`config.mk`:
```
export PLATFORM = sky130hd
export DESIGN_NAME = lob_cmp
export DESIGN_NICKNAME = d
export VERILOG_FILES = /design/src/rtl/lob_pkg.sv /design/src/rtl/lob_cmp.sv
export SDC_FILE = /design/constraint.sdc
export NUM_CORES = 1
export LEC_CHECK = 0
export BUFFER_PORTS_ARGS = -buffer_cell sky130_fd_sc_hd__buf_2
export CAP_MARGIN = 20
export CORE_MARGIN = 1.5
export CORE_UTILIZATION = 45
export DETAILED_ROUTE_END_ITERATION = 8
export PLACE_DENSITY_LB_ADDON = 0.15
export SLEW_MARGIN = 20
export SYNTH_ARGS = -nofsm -noshare
export SYNTH_HDL_FRONTEND = slang
export SYNTH_SLANG_ARGS = --single-unit
```
`constraint.sdc`:
```
create_clock -name vclk -period 9.2
set_clock_uncertainty 0.2 [all_clocks]
set_input_delay 1.84 -clock vclk [all_inputs]
set_output_delay 1.84 -clock vclk [all_outputs]
set_load 0.005 [all_outputs]
```
`src/rtl/lob_pkg.sv`:
```
// ----------------------------------------------------------------------------
// lob_pkg
// shared types, codes and field layout of the limit order book table
// ----------------------------------------------------------------------------
package lob_pkg;

  localparam int ORDER_SLOTS_DEF = 64;
  localparam int PRICE_BITS_DEF  = 32;
  localparam int ID_BITS_DEF     = 32;

  localparam int FIELD_BITS = 32;
  localparam int STAMP_BITS = 32;

  localparam int IN_DATA_BITS  = 72;
  localparam int IN_USER_BITS  = 2;
  localparam int OUT_DATA_BITS = 168;

  // input tdata layout
  localparam int IN_ID_LO    = 0;
  localparam int IN_BUY_BIT  = 32;
  localparam int IN_PRICE_LO = 33;
  localparam int IN_LIMIT_BIT = 65;

  // output tdata layout
  localparam int OUT_STATUS_LO    = 0;
  localparam int OUT_FBUY_BIT     = 3;
  localparam int OUT_FPRICE_LO    = 4;
  localparam int OUT_BID_V_BIT    = 36;
  localparam int OUT_BID_PRICE_LO = 37;
  localparam int OUT_BID_ID_LO    = 69;
  localparam int OUT_ASK_V_BIT    = 101;
  localparam int OUT_ASK_PRICE_LO = 102;
  localparam int OUT_ASK_ID_LO    = 134;
  localparam int OUT_EMPTY_BIT    = 166;

  typedef enum logic [1:0] {
    FN_ADD    = 2'd0,
    FN_REMOVE = 2'd1,
    FN_FIND   = 2'd2,
    FN_NONE   = 2'd3
  } func_t;

  typedef enum logic [2:0] {
    ST_OK        = 3'd0,
    ST_NOT_FOUND = 3'd1,
    ST_NOT_LIMIT = 3'd2,
    ST_FULL      = 3'd3,
    ST_DUP       = 3'd4
  } status_t;

endpackage

```
`src/rtl/lob_cmp.sv`:
```
// ----------------------------------------------------------------------------
// lob_cmp
// price-time priority compare of one slot against the running best
// ----------------------------------------------------------------------------
module lob_cmp #(
  parameter int PRICE_BITS = lob_pkg::PRICE_BITS_DEF
) (
  input  logic                            want_high,
  input  logic [PRICE_BITS-1:0]           cand_price,
  input  logic [lob_pkg::STAMP_BITS-1:0]  cand_age,
  input  logic                            best_valid,
  input  logic [PRICE_BITS-1:0]           best_price,
  input  logic [lob_pkg::STAMP_BITS-1:0]  best_age,
  output logic                            better
);

  logic price_gt;
  logic price_eq;

  always_comb begin
    price_gt = cand_price > best_price;
    price_eq = cand_price == best_price;
    if (!best_valid) begin
      better = 1'b1;
    end else if (price_eq) begin
      better = cand_age > best_age;
    end else begin
      better = want_high ? price_gt : !price_gt;
    end
  end

endmodule

```
Yosys cells after proc, flatten, opt, wreduce, memory -nomap -nowiden. Cells that the tools add are included.

$mul: 0. Equal/unequal tests: 1. Add/sub/neg operators: 0. Order comparisons: 2. Reductions and logical operators: 1. Divide/modulo/power cells: 0. Bitwise logic cells: 0. Mux-type cells: 3. Shift operators: 0.

Operator list (count): 32-bit greater-than comparator (2); 32-bit equality test (1); 1-bit 2-to-1 mux (3); 1-bit logical NOT (1).

Bits in writable memories: 0. Bits in read-only memories: 0. Memories kept: 0. Input bits: 130. Logic and storage cells: 7. Bits in latches: 0. Flip-flop bits (word level): 0.

Logic depth before layout (Yosys ltp). Gate-level depths: netlist (run 1).

Word-level depth: 5. Depth in mapped cells: 9. Depth with buffers taken out: 9.

Worst setup path before layout (run 1). No wires, ideal clock.

Path type: input to output. Start: input best_price[1]. End: output better. Required time: 7160 ps. Slack: 3471 ps. Cell stages on the path: 9. Buffers on the path: 0. Arrival time: 3689 ps. Cell sequence: inv_1 -> ha_1 -> nor2b_4 -> o211ai_2 -> a21boi_1 -> or4b_4 -> a2111oi_4 -> xor2_1 -> a2bb2oi_1.

Longest elaborated chain between the ends: 5. Elaborated cells between the ends (all ways): 6. Those cells by class: 1 x order compare; 1 x eq/ne; 3 x mux; 1 x reduce/logical.

RTL lines: start, declared (RTL line lob_cmp.sv:12) `input logic [PRICE_BITS-1:0] best_price,`; 32-bit greater-than comparator (RTL line lob_cmp.sv:21) `price_gt = cand_price > best_price;`; 1-bit logical NOT (RTL line lob_cmp.sv:28) `better = want_high ? price_gt : !price_gt;`; 1-bit 2-to-1 mux (RTL line lob_cmp.sv:28); 1-bit 2-to-1 mux * (RTL line lob_cmp.sv:25) `end else if (price_eq) begin`; 1-bit 2-to-1 mux * (RTL line lob_cmp.sv:23) `if (!best_valid) begin`; end, declared (RTL line lob_cmp.sv:14) `output logic better`.

Mark *: on every way between the ends. The rest lies on a longest branch, timed or not.

Worst setup path in the final report (run 1).
Start: input cand_price[14]. End: output better.

Longest elaborated chain between the ends: 5. Elaborated cells between the ends (all ways): 6. Those cells by class: 1 x order compare; 1 x eq/ne; 3 x mux; 1 x reduce/logical.

RTL lines: start, declared (RTL line lob_cmp.sv:9) `input logic [PRICE_BITS-1:0] cand_price,`; 32-bit greater-than comparator (RTL line lob_cmp.sv:21); 1-bit logical NOT (RTL line lob_cmp.sv:28); 1-bit 2-to-1 mux (RTL line lob_cmp.sv:28); 1-bit 2-to-1 mux * (RTL line lob_cmp.sv:25); 1-bit 2-to-1 mux * (RTL line lob_cmp.sv:23).

Marks and branches as above.

==> impl_metrics.tcl, run 1 <==
set metrics [dict create \
    dieArea_um2 4070 \
    post-route-util_pct 69.0 \
    hp-class "in2out" \
    vias_per_cell 4.86 \
    place_area_um2 2380 \
    antenna_found_initial 0 \
    slew_headroom_pct 69.8 \
    power_uw 89.4 \
    nClkBuffers 0 \
    initial_core_util_pct 48.3 \
    synth_common_cells "65 x inv_1, 64 x ha_1, 18 x a21oi_1, 11 x a21o_1, 11 x nand4_1" \
    core_area_um2 3440 \
    ctsHoldBuffers 0 \
    crit_path_max_fanout 3 \
    track_usage_pct 17.8 \
    grt_pass1_vias 1697 \
    placedCellCount 401 \
    seq_area_frac_synth_pct 0 \
    ir_drop_v 0.0000178 \
    cp-startpoint "cand_price[14]" \
    syn-cell-area_um2 1660 \
    maxCapViolCount 0 \
    layout.nets 551 \
    leakagePower_nw 1.59 \
    power.density_nw_per_um2 37.6 \
    post-dp-hpwl_um 3640 \
    n_antenna_cell 0 \
    overflow 0 \
    arrival_ns 3.97 \
    fmax_mhz 166 \
    rsz0062_at_grt "false" \
    setup_slack_ns 3.19 \
    critPathCapture "better" \
    start_kind "primary input" \
    yosys-top-cells-area "ha_1 48%, inv_1 15%, a21oi_1 5.4%" \
    fp.dieH_um 63.8 \
    final.period_utilization_pct 65.4 \
    layout_min_cycle_time_ns 6.01 \
    dr.pass1.iters 4 \
    fin_cells 401 \
    fp.dieW_um 63.8 \
    setup_tns_ns 0 \
    endpoint_kind "output port" \
    grt_max_degree 4 \
    place.gp.congestion 0.750 \
    postSynthCellCount 224 \
    yosysWarnings 0 \
    p_sw_uw 39.5 \
    syn_nets 418 \
    seq_area_um2 0 \
    synth_top_area_share_pct 48.2 \
    routedWlPerCell_um 9.37 \
    switching_share_pct 44.1 \
    avgSynthCellArea_um2 7.42 \
    syn_to_final_growth_pct 42.9 \
    seq_cells 0 \
    drt_iter0_drc 31 \
    synth.most_common_cell "inv_1" \
    grt_pass1_wl_um 6270 \
    pwr-share-seq_pct 0 \
    critPathKind "in2out" \
    port_buffers 131 \
    rows 21 \
    final_area_um2 2380 \
    top_level_ports 131 \
    place_ws_ns 3.17 \
    layout-drive-gt1-share_pct 38.6 \
    slew_viol_final 0 \
    via_count 1948 \
    cts_setup_buffers 0 \
    yosys.area.top_type "ha_1" \
    setup_viol 0 \
    worst_ep_required_time_ns 7.16 \
    p_int_uw 50.0 \
    tightestPinTransition_ns 0.450 \
    synthDistinctLibCells 30 \
    post-route-drc-count 0 \
    hold_slack_ns 3.87 \
    wirelength_um 3760 \
    cts_resized 0 \
    ant_nets 0 \
    outcome "completed" \
    p_comb_share_pct 100.0 \
    p_clk_share_pct 0 \
    finalHoldViolations 0 \
]
[placed cells by master (no fill, tap or decap), types with 2 or more instances in the layout]
master,Yosys,layout
inv_1,65,65
and4_1,2,2
a211oi_1,4,4
nor3_1,4,4
o21ai_0,4,4
a221oi_1,2,2
nand2_1,9,9
nor2_1,4,4
ha_1,64,64
nor2b_1,2,2
nand4_1,11,11
buf_2,0,131
a21oi_1,18,18
nand3_1,7,7
a21o_1,11,11
nor4_1,2,2
[power by group through the flow]
stage / combinational (mW) / sequential, mW / clock (mW)
finish: 0.0894 / 0 / 0
global route: 0.105 / 0 / 0
CTS: 0.0909 / 0 / 0
detailed placement: 0.0903 / 0 / 0
global placement: 0.0879 / 0 / 0
floorplan: 0.0520 / 0 / 0
[layer usage]
layer  wire length (um)  vias to the layer above  track usage (%)
li1                   -                     1052                -
met4                  0                        0            0.543
met5                  0                        -                0
met3                266                        0             1.23
met1               1640                      823             20.5
met2               1850                       73             36.7
[worst max-delay path, cell delays in order]
cell and delay (ns):
buf_2 0.10, ha_1 0.33, nand4_2 0.11, nor3_1 0.07, a21boi_1 0.13, or4b_4 0.55, a2111oi_4 0.36, xor2_1 0.18
a2bb2oi_1 0.17, buf_2 0.13
[cell type report]
class | instances | area, um2
multi-input combinational | 159 | 1420
inverter | 65 | 244
tap | 46 | 57.6
fill | 326 | 1070
timing repair buffer | 131 | 656
[how the worst min path moves through the flow]
stage                from     end  slack [ns]  cells past startpoint
3_5_place_dp    want_high  better        3.87                      4
3_3_place_gp    want_high  better        3.87                      4
6_report        want_high  better        3.87                      4
5_1_grt         want_high  better        3.91                      4
2_1_floorplan  best_valid  better        3.65                      2
4_1_cts         want_high  better        3.87                      4
[cells by family (layout without fill, tap and decap cells)]
logic type	Yosys count	count (layout)	synth area share (%)
buffers and inverters	65	196	14.7
adders and majority gates	64	64	48.2
AOI/OAI and AO/OA	48	48	20.3
and+or+nand+nor	46	46	16.3
xor gates and xnor gates	1	1	0.527
No activity file was read; power rests on OpenSTA's default activity.
==> inputs of run 2 (changes only) <==
--- a/config.mk
+++ b/config.mk
@@ -8,7 +8,7 @@
 export BUFFER_PORTS_ARGS = -buffer_cell sky130_fd_sc_hd__buf_2
 export CAP_MARGIN = 20
 export CORE_MARGIN = 1.5
-export CORE_UTILIZATION = 45
+export CORE_UTILIZATION = 42
 export DETAILED_ROUTE_END_ITERATION = 8
 export PLACE_DENSITY_LB_ADDON = 0.15
 export SLEW_MARGIN = 20
==> constraint.sdc (replaced) <==
create_clock -name vclk -period 5.72
set_clock_uncertainty 0.2 [all_clocks]
set_input_delay 1.144 -clock vclk [all_inputs]
set_output_delay 1.144 -clock vclk [all_outputs]
set_load 0.005 [all_outputs]
==> impl_metrics.tcl, run 2 (synthesis results as in run 1) <==
set metrics [dict create \
    vias_per_cell 4.63 \
    crit_top_cell "buf_2" \
    grt_pass1_vias 1652 \
    dr.pass1.iters 4 \
    fin_cells 403 \
    grt_max_degree 4 \
    placedCellCount 403 \
    arrival_ns 3.27 \
    min_to "better" \
    setup_viol 0 \
    core_area_um2 3740 \
    place_area_um2 2380 \
    fp.dieW_um 65.9 \
    min_path_cells 4 \
    outcome "completed" \
    finalHoldViolations 0 \
    maxCapViolCount 0 \
    top_level_ports 131 \
    layout_commonest_cell "buf_2" \
    dieArea_um2 4350 \
    final.period_utilization_pct 80.7 \
    drt_iter0_drc 16 \
    via_count 1865 \
    ir_drop_v 0.0000271 \
    layout_min_cycle_time_ns 4.62 \
    port_buffers 131 \
    initial_core_util_pct 44.4 \
    final_cell_mix "131 x buf_2, 65 x inv_1, 64 x ha_1" \
    seq_area_um2 0 \
    cp_cell_sequence "buf_2 -> ha_1 -> nand4_2 -> nor3_1 -> a21boi_1 -> or4b_4 -> a2111oi_4 -> xor2_1 -> a2bb2oi_1 -> buf_2" \
    post-dp-hpwl_um 3550 \
    setup_tns_ns 0 \
    post-route-drc-count 0 \
    syn_to_final_growth_pct 43.0 \
    worst_ep_required_time_ns 4.38 \
    start_kind "primary input" \
    antenna_found_initial 0 \
    slew_headroom_pct 70.4 \
    leakagePower_nw 1.59 \
    nClkBuffers 0 \
    rsz0062_at_grt "false" \
    seq_cells 0 \
    wirelength_um 3610 \
    endpoint_kind "output port" \
    cts_setup_buffers 0 \
    crit_path_max_fanout 3 \
    hold_start "best_valid" \
    rows 22 \
    place.gp.congestion 0.695 \
    grt_pass1_wl_um 5930 \
    fp.dieH_um 65.9 \
    crit_buf_inv 2 \
    cts_resized 0 \
    slew_viol_final 0 \
    final_area_um2 2380 \
    hold_slack_ns 2.47 \
    ant_nets 0 \
    max_stage_delay_ns 0.55 \
    fmax_mhz 217 \
    layout-drive-gt1-share_pct 38.6 \
    track_usage_pct 16.0 \
    ctsHoldBuffers 0 \
    n_antenna_cell 0 \
    tightestPinTransition_ns 0.441 \
    post-route-util_pct 63.5 \
    overflow 0 \
    layout.nets 551 \
    power.density_nw_per_um2 60.1 \
    routedWlPerCell_um 8.96 \
    critPathKind "in2out" \
    slowest_stage "or4b_4" \
    cp_top_family "simple AND/OR/NAND/NOR gates" \
    hp-class "in2out" \
]
## run 2: report_power, final
group	switching [mW]	total [mW]	internal (mW)
registers	0	0	0
clock network	0	0	0
logic	0.0627	0.143	0.0803
## run 2: worst max-delay path by stage
stage,cells after the start,to,from
finish,10,better,cand_price[15]
floorplan,9,better,best_price[1]
global route,10,better,cand_price[11]
CTS,10,better,cand_price[15]
detailed placement,10,better,cand_price[1]
global placement,10,better,cand_price[11]
## run 2: tightest hold or removal path: cells and delay by family
kind	cells	cell delay (ns)
AOI/OAI and AO/OA	1	0.14
buffers and inverters	2	0.21
and+or+nand+nor	1	0.04
## run 2: per-layer routing
layer / global-route usage [%] / wire length [um] / vias up
li1: - / - / 1049
met1: 18.2 / 1540 / 745
met2: 31.7 / 1730 / 71
met3: 2.39 / 344 / 0
met4: 1.82 / 0 / 0
met5: 0 / 0 / -
## run 2: metrics by stage
step	setup slack, ns	power (mW)
finish	1.10	0.143
global route	0.910	0.169
CTS	1.08	0.146
detailed placement	1.09	0.145
global placement	1.12	0.142
floorplan	1.38	0.0836
## run 2: cell type report
class / instances / area [um2]
multi-input combinational: 159 / 1420
timing repair buffer: 131 / 656
tap: 48 / 60.1
fill: 390 / 1370
inverter: 65 / 244
